<file path="config.mk">
export PLATFORM = sky130hd
export DESIGN_NAME = logarithmic_jump_sampler_top
export DESIGN_NICKNAME = d
export VERILOG_FILES = /design/src/hw/rtl/ljs_pkg.sv /design/src/hw/rtl/logarithmic_jump_sampler_top.sv
export SDC_FILE = /design/constraint.sdc
export NUM_CORES = 2
export LEC_CHECK = 0
export ABC_AREA = 0
export CORE_ASPECT_RATIO = 1.75
export CORE_UTILIZATION = 53
export DETAILED_ROUTE_END_ITERATION = 12
export DONT_BUFFER_PORTS = 1
export PLACE_DENSITY = 0.68
export RECOVER_POWER = 25
export SLEW_MARGIN = 15
export SYNTH_ARGS = -nofsm -noshare
export SYNTH_HDL_FRONTEND = slang
export SYNTH_SLANG_ARGS = --single-unit
</file>
<file path="constraint.sdc">
create_clock -name clk -period 14.4 [get_ports clk]
set_clock_uncertainty 0.15 [all_clocks]
set_input_delay 1.44 -clock clk [delete_from_list [all_inputs] [get_ports clk]]
set_output_delay 1.44 -clock clk [all_outputs]
set_load 0.05 [all_outputs]
</file>
<file path="src/hw/rtl/ljs_pkg.sv">
// ljs_pkg: widths, reset values and register indexes for the logarithmic jump sampler.
// No dependencies; imported by logarithmic_jump_sampler_top, ljs_sample_checker and tb.
package ljs_pkg;

    localparam int unsigned Q24_W   = 24;               // u, theta, power in Q0.24
    localparam int unsigned INV_W   = 32;               // reciprocal in Q16.16
    localparam int unsigned PROD_W  = Q24_W + INV_W;    // shared multiplier output
    localparam int unsigned TERM_W  = PROD_W - 15;      // rounded term before clamp
    localparam int unsigned CUM_W   = Q24_W + 1;        // cumulative sum, holds 1.0
    localparam int unsigned DIV_STEPS = PROD_W;         // one quotient bit per cycle
    localparam int unsigned DCNT_W  = $clog2(DIV_STEPS);
    localparam int unsigned JUMP_W  = 8;

    localparam logic [Q24_W-1:0] THETA_RESET = 24'd8388608;
    localparam logic [INV_W-1:0] INV_RESET   = 32'd94548;
    localparam logic [CUM_W-1:0] ONE_Q24     = 25'h100_0000;

    typedef enum logic
    {
        REG_THETA    = 1'b0,
        REG_INV_LOG  = 1'b1
    } cfg_index_t;

endpackage

</file>
<file path="src/hw/rtl/logarithmic_jump_sampler_top.sv">
// Logarithmic-series jump sampler: inverse-transform search over one shared multiplier
// and a radix-2 divider. Depends on ljs_pkg.
//
// Each word on start/uniform_value/last_sample yields exactly one result word, shown for one
// cycle with result_valid; the receiver cannot stall, so the result registers simply hold the
// word for that cycle. busy stays high for the whole search. Every term of the search costs one
// multiply by the reciprocal, a pass through the bit-serial divider (dividing by k) and one
// accumulate, and each term after the first adds one multiply for the power. A new word can be
// taken in the cycle the result is shown. Configuration words are taken at any time (cfg_ready
// is tied high) but must only be written while busy is low.
module logarithmic_jump_sampler_top #(
    parameter int unsigned MAX_K = 255
) (
    input  logic                        clk,
    input  logic                        rst_n,
    input  logic                        start,
    output logic                        busy,
    input  logic [23:0]                 uniform_value,
    input  logic                        last_sample,
    output logic                        result_valid,
    output logic [7:0]                  jump_size,
    output logic                        saturated,
    output logic                        last_out,
    input  logic                        cfg_valid,
    output logic                        cfg_ready,
    input  ljs_pkg::cfg_index_t         cfg_index,
    input  logic [31:0]                 cfg_data
);
    import ljs_pkg::*;

    localparam int unsigned KW = $clog2(MAX_K + 1);
    localparam logic [KW-1:0] MAX_K_W = KW'(MAX_K);

    typedef enum logic [2:0]
    {
        ST_IDLE,
        ST_MUL_TERM,
        ST_DIV,
        ST_ACC,
        ST_MUL_POW
    } state_t;

    state_t              state_reg, state_next;
    logic [Q24_W-1:0]    theta_reg, theta_next;
    logic [INV_W-1:0]    inv_reg, inv_next;
    logic [Q24_W-1:0]    u_reg, u_next;
    logic                last_reg, last_next;
    logic [KW-1:0]       k_reg, k_next;
    logic [Q24_W-1:0]    p_reg, p_next;
    logic [CUM_W-1:0]    c_reg, c_next;
    logic [PROD_W-1:0]   quo_reg, quo_next;
    logic [KW-1:0]       rem_reg, rem_next;
    logic [DCNT_W-1:0]   cnt_reg, cnt_next;
    logic                valid_reg, valid_next;
    logic [JUMP_W-1:0]   jump_reg, jump_next;
    logic                sat_reg, sat_next;
    logic                lastout_reg, lastout_next;

    // shared multiplier
    logic [INV_W-1:0]    mul_b;
    logic [PROD_W-1:0]   mul_p;
    logic [PROD_W-1:0]   pow_rnd;

    // divider step
    logic [KW:0]         rem_sh;
    logic [KW:0]         rem_diff;
    logic                q_bit;

    // accumulate
    logic [PROD_W:0]     term_rnd;
    logic [TERM_W-1:0]   term;
    logic [CUM_W:0]      c_sum;
    logic [CUM_W-1:0]    c_acc;
    logic [16:0]         k_wide;

    assign busy      = (state_reg != ST_IDLE);
    assign cfg_ready = 1'b1;
    assign result_valid = valid_reg;
    assign jump_size    = jump_reg;
    assign saturated    = sat_reg;
    assign last_out     = lastout_reg;

    assign mul_b   = (state_reg == ST_MUL_POW) ? INV_W'(theta_reg) : inv_reg;
    assign mul_p   = PROD_W'(p_reg) * PROD_W'(mul_b);
    assign pow_rnd = mul_p + PROD_W'(24'h80_0000);

    assign rem_sh   = {rem_reg, quo_reg[PROD_W-1]};
    assign rem_diff = rem_sh - {1'b0, k_reg};
    assign q_bit    = (rem_sh >= {1'b0, k_reg});

    // term = (quotient + 2^15) >> 16, then saturating add at 1.0
    assign term_rnd = {1'b0, quo_reg} + (PROD_W+1)'(17'h0_8000);
    assign term     = term_rnd[PROD_W:16];
    assign c_sum    = {1'b0, c_reg} + (CUM_W+1)'(term[Q24_W-1:0]);
    assign c_acc    = ((|term[TERM_W-1:Q24_W]) || (c_sum >= (CUM_W+1)'(ONE_Q24)))
                      ? ONE_Q24 : c_sum[CUM_W-1:0];
    assign k_wide   = 17'(k_reg);

    always_comb
    begin
        state_next   = state_reg;
        theta_next   = theta_reg;
        inv_next     = inv_reg;
        u_next       = u_reg;
        last_next    = last_reg;
        k_next       = k_reg;
        p_next       = p_reg;
        c_next       = c_reg;
        quo_next     = quo_reg;
        rem_next     = rem_reg;
        cnt_next     = cnt_reg;
        valid_next   = 1'b0;
        jump_next    = jump_reg;
        sat_next     = sat_reg;
        lastout_next = lastout_reg;

        if (cfg_valid)
        begin
            unique case (cfg_index)
                REG_THETA:   theta_next = cfg_data[Q24_W-1:0];
                REG_INV_LOG: inv_next   = cfg_data;
                default:     ;
            endcase
        end

        unique case (state_reg)
            ST_IDLE:
            begin
                if (start)
                begin
                    u_next     = uniform_value;
                    last_next  = last_sample;
                    k_next     = KW'(1);
                    p_next     = theta_reg;
                    c_next     = '0;
                    state_next = ST_MUL_TERM;
                end
            end
            ST_MUL_TERM:
            begin
                quo_next   = mul_p;
                rem_next   = '0;
                cnt_next   = '0;
                state_next = ST_DIV;
            end
            ST_DIV:
            begin
                rem_next = q_bit ? rem_diff[KW-1:0] : rem_sh[KW-1:0];
                quo_next = {quo_reg[PROD_W-2:0], q_bit};
                cnt_next = cnt_reg + DCNT_W'(1);
                if (cnt_reg == DCNT_W'(DIV_STEPS - 1))
                begin
                    state_next = ST_ACC;
                end
            end
            ST_ACC:
            begin
                c_next = c_acc;
                if ((CUM_W'(u_reg) > c_acc) && (k_reg < MAX_K_W))
                begin
                    k_next     = k_reg + KW'(1);
                    state_next = ST_MUL_POW;
                end
                else
                begin
                    valid_next   = 1'b1;
                    sat_next     = (CUM_W'(u_reg) > c_acc);
                    jump_next    = (k_wide > 17'd255) ? 8'hFF : k_wide[7:0];
                    lastout_next = last_reg;
                    state_next   = ST_IDLE;
                end
            end
            ST_MUL_POW:
            begin
                p_next     = pow_rnd[47:24];
                state_next = ST_MUL_TERM;
            end
            default:
            begin
                state_next = ST_IDLE;
            end
        endcase
    end

    always_ff @(posedge clk or negedge rst_n)
    begin
        if (!rst_n)
        begin
            state_reg   <= ST_IDLE;
            theta_reg   <= THETA_RESET;
            inv_reg     <= INV_RESET;
            u_reg       <= '0;
            last_reg    <= 1'b0;
            k_reg       <= '0;
            p_reg       <= '0;
            c_reg       <= '0;
            quo_reg     <= '0;
            rem_reg     <= '0;
            cnt_reg     <= '0;
            valid_reg   <= 1'b0;
            jump_reg    <= '0;
            sat_reg     <= 1'b0;
            lastout_reg <= 1'b0;
        end
        else
        begin
            state_reg   <= state_next;
            theta_reg   <= theta_next;
            inv_reg     <= inv_next;
            u_reg       <= u_next;
            last_reg    <= last_next;
            k_reg       <= k_next;
            p_reg       <= p_next;
            c_reg       <= c_next;
            quo_reg     <= quo_next;
            rem_reg     <= rem_next;
            cnt_reg     <= cnt_next;
            valid_reg   <= valid_next;
            jump_reg    <= jump_next;
            sat_reg     <= sat_next;
            lastout_reg <= lastout_next;
        end
    end

endmodule

</file>
# Yosys cells after proc, flatten, opt, wreduce, memory -nomap -nowiden

Index checks and enable logic that the tools add are counted.

Multiplexer cells: 20
Order comparisons: 5
$add $sub $neg: 6
Reduce and logical (&&, ||, !) cells: 16
Bitwise gates (word level): 2
Multipliers: 1
Equality and inequality tests: 8

Operators by type and width:

| cell                                                                | count |
|---|---|
| case mux 56 bit (2 select lines)                                    | 1 |
| adder 56 x 16 -> 57 bit, second input constant                      | 1 |
| multiplier 24 x 32 -> 56 bit                                        | 1 |
| 2-to-1 mux 25 bit                                                   | 2 |
| case mux 25 bit (2 select lines)                                    | 1 |
| adder 48 x 24 -> 48 bit, second input constant                      | 1 |
| case mux 24 bit (2 select lines)                                    | 1 |
| 2-to-1 mux 32 bit                                                   | 1 |
| 2-to-1 mux 8 bit                                                    | 4 |
| case mux 8 bit (2 select lines)                                     | 2 |
| adder 25 x 24 -> 26 bit                                             | 1 |
| greater-or-equal comparator 26 x 25 -> 1 bit, second input constant | 1 |
| greater-than comparator 24 x 25 -> 1 bit                            | 1 |
| 2-to-1 mux 24 bit                                                   | 1 |
| OR reduction 17 bit                                                 | 1 |
| case mux 3 bit (5 select lines)                                     | 1 |
| AND reduction 2 bit                                                 | 7 |
| case mux 6 bit (2 select lines)                                     | 1 |
| greater-or-equal comparator 9 x 8 -> 1 bit                          | 1 |
| 2-to-1 mux 3 bit                                                    | 3 |
| adder 8 x 1 -> 8 bit, second input constant                         | 1 |
| greater-than comparator 8 bit, second input constant                | 1 |
| less-than comparator 8 bit, second input constant                   | 1 |
| subtractor 8 bit                                                    | 1 |
| 14 further kinds                                                    | 21 |

Output and inout port bits: 13
Word-level logic and storage cells: 73
Bits in registers: 222
Input bits: 62

# Longest topological paths before layout

Word-level depth: 9
Depth in mapped cells: 39
Gate-level depth less buffers: 34

# Worst setup path before layout

Ideal clock, no wire load.

Kind: flip-flop to flip-flop
Start point: reg state_reg[1]
End point: reg p_reg[23]
Required time: 14.173 ns
Path buffers: 5
Slack: 5.413 ns
Clock period less this slack: 8.987 ns
Stages on the path, launching flop included: 39
Library setup time: 0.077 ns
Arrival time: 8.760 ns
Cell sequence: dfrtp_1 clkbuf_1 nor2_1 and2_1 clkbuf_1 buf_1 nand2_1 nand2_1 clkbuf_1 nand2_1 fa_1 inv_1 fa_1 inv_1 fa_1 inv_1 fa_1 inv_1 (+3 left out) inv_1 fa_1 inv_1 ha_1 clkbuf_1 a21oi_1 o21a_1 a21oi_1 nor2_1 xnor2_1 ha_1 inv_1 a2111oi_2 nand4_1 nor3_1 nand4_1 xor2_1 a21oi_1

Longest elaborated chain between the ends: 5
Elaborated cells on any way between the ends: 9
Those cells by class: 1 x add/sub; 1 x mul; 2 x eq/ne; 2 x mux; 3 x reduce/logical

Ends and longest elaborated chain:

| item                             | RTL line                                                                | RTL |
|---|---|---|
| start: declaration               | logarithmic_jump_sampler_top.sv:43                                      | `state_t state_reg, state_next;` |
| start signal: assignment         | logarithmic_jump_sampler_top.sv:207                                     | `state_reg <= state_next;` |
| equality test 3 bit              | logarithmic_jump_sampler_top.sv:83, logarithmic_jump_sampler_top.sv:126 |  |
| 2-to-1 mux 32 bit                | logarithmic_jump_sampler_top.sv:83                                      | `assign mul_b = (state_reg == ST_MUL_POW) ? INV_W'(theta_reg) : inv_reg;` |
| multiplier 24 x 32 -> 56 bit     | logarithmic_jump_sampler_top.sv:84                                      | `assign mul_p = PROD_W'(p_reg) * PROD_W'(mul_b);` |
| adder 48 x 24 -> 48 bit          | logarithmic_jump_sampler_top.sv:85                                      | `assign pow_rnd = mul_p + PROD_W'(24'h80_0000);` |
| case mux 24 bit (2 select lines) | logarithmic_jump_sampler_top.sv:126                                     | `unique case (state_reg)` |
| end signal: assignment           | logarithmic_jump_sampler_top.sv:213                                     | `p_reg <= p_next;` |
| end: declaration                 | logarithmic_jump_sampler_top.sv:49                                      | `logic [Q24_W-1:0] p_reg, p_next;` |

Several ways; a longest one is shown, not always the timed one.
A chain may end at the register's enable or synchronous reset.

# Worst setup path after layout

Same ends and word-level chain as after synthesis.

==> run metrics <==
status=finished, final reports clean; Finish-stage setup viols=0; DRT antenna net count=0; GPL Wtd Cong=~0.97; Critical Path Sink Type=flop; Post-DP HPWL=a little over 80 mm; vias in the first global route=31973; Yosys cell types=76; Synthesis Warnings=0; #FFs+latches synth=between 200 and 250; die area=0.07210 mm2; total setup buffers inserted after CTS=0; HP Class=reg -> reg; effective utilization at floorplan=53.75%; slew margin rel.=between 10% and 20%; unrepaired setup endpoints after global routing=no; Area contributors post-synth=fa_1, dfrtp_1, nand2_1; Synth area leader=fa_1; register area share after synthesis=14.80%; vias per inst=5.789; final hold vios=0; Worst Path Required=about 15 ns; Post-synth top flop=dfrtp_1; clock buffer count from CTS=22; average wire per standard cell=21.74 um; Post-synth EDFFs=0; Pre-antenna DRT Iters=5; initial antenna violation count=7; CP startpoint kind=flop; TritonCTS clock tree=built; fin nets=slightly above 5000; max incr delay on CP=~0.7 ns; layout cells sized above 1=4.472%; most common cell in the netlist=nand2_1; DRC errors left=0; Fmax achieved=90.27 MHz; DRT iter0 DRCs=about 1800; P&R area growth vs syn=3.426%; die width=203.4 um; post-CTS sizing=0; FF-to-FF Start=state_reg[1]$_DFFE_PN0P_; total grt overflow=0; syn nets=5306; critical path class=reg -> reg; Max-cap violations=0; setup TNS=0 ns; fin. max-slew vios=0; core footprint=approximately 0.07 mm2; Avg Synthesized Cell Area=8.664 um2; io pins=75; largest net degree at the start of global routing=223; Worst-Margin Slew=1.284 ns; Reg area=0.005584 mm2; HP Start=u_reg[7]$_DFFE_PN0P_; crit share post-route=76.93%; Fin Hold WS=0.3286 ns; H-tree depth=1; crit path time final=11.08 ns; CP Data Arrival Time=about 11 ns; highest-delay cell along the critical path=nand2_1; worst-path fanout max=just over 100; number of flip-flops in the largest register=56; TritonCTS Sinks=222; top post-synthesis cells by count=nand2_1, inv_1, fa_1, and2_1, ha_1; GRT Resource Usage Total=32.08%; row cnt=128; vias=29501; CTS clk-pin slew, worst paths=around 0.060 ns; Fill cells=6404; Multi-input gate area=0.02838 mm2; global-route wire length before repair=177.1 mm; Async SR Flop Fraction=100.0%; Synth Cell Area=approximately 0.038 mm2; Root Buffer Master=clkbuf_16; die height=354.5 um; post-synth top area share=between 30% and 40%; Buffers on Ports=0; final WL=~110 mm; Max Root-Sink Buffers=3; cts hold-fix bufs=0; crit path launch=state_reg[1]$_DFFE_PN0P_; Post-Syn Instances=4342; Clock Latency Late Sink=0.55 ns
## placed cells by master, fill, tap and decap left out, types with 44 or more instances in the layout
master	count
and3_1	99
ha_1	242
buf_4	45
nand3_1	80
dfrtp_1	199
nor2_1	127
xnor2_1	81
mux2_2	59
and2_1	278
fa_1	660
a21oi_1	127
nand2_1	839
o21ai_0	125
inv_1	740
a31oi_1	44
## cell type report
type | instances | share of cell area (%)
antenna | 4 | 0.02573
tap | 910 | 2.926
sequential | 222 | 14.35
multi-input combinational | 3135 | 72.93
timing repair buffer | 45 | 0.8682
clock buffer | 32 | 1.537
clock inverter | 7 | 0.2154
inverter | 741 | 7.148
## worst max-delay path, delay by kind of cell (launching register included)
kind	cells	cell delay, ns
adder cells (fa/ha/maj)	9	4.34
AO/OA/AOI/OAI	5	1.48
flip-flops	1	0.46
AND/OR/NAND/NOR	9	3.38
buffers and inverters	7	0.40
XOR/XNOR	2	0.69
## through the flow
stage          instances  cell area, um2  utilization (%)  worst slack (ns)
4_1_cts             5092           38900            55.58             3.485
5_1_grt             5095           38910            55.59             2.678
6_report            5096           38910            55.60             3.322
3_5_place_dp        5053           38220            54.61             3.541
3_3_place_gp        5053           38220            54.61             3.631
2_1_floorplan       4342           37620                -             5.413
## cells by family after synthesis
logic type	Yosys count	synth area share (%)
adders and majority gates	902	43.17
and+or+nand+nor	1578	19.66
xor gates and xnor gates	117	2.724
muxes	69	2.032
other	1	0.009968
DFF	222	14.80
AOI/OAI and AO/OA	468	7.746
buffers and inverters	985	9.861
## final timing paths
path,end,cells after the start,slack [ns]
min reg2reg,u_reg[7]$_DFFE_PN0P_,2,0.33
min,u_reg[7]$_DFFE_PN0P_,2,0.33
max in group asynchronous,p_reg[3]$_DFFE_PN0P_,0,13.17
max,p_reg[23]$_DFFE_PN0P_,32,3.32
min in group asynchronous,inv_reg[27]$_DFFE_PN0P_,0,0.43
max reg2reg,p_reg[23]$_DFFE_PN0P_,32,3.32
## layer usage
layer | share of wire, % | vias up | track usage [%]
li1 | - | 13122 | -
met4 | 5.9 | 8 | 17.71
met3 | 5.8 | 365 | 4.242
met5 | 0.049 | - | 0
met2 | 53 | 1031 | 58.42
met1 | 35 | 14975 | 35.80
Power is left out: the tool's default activity adds up to more than one toggle a clock period on the data nets, which glitch-free logic cannot reach.
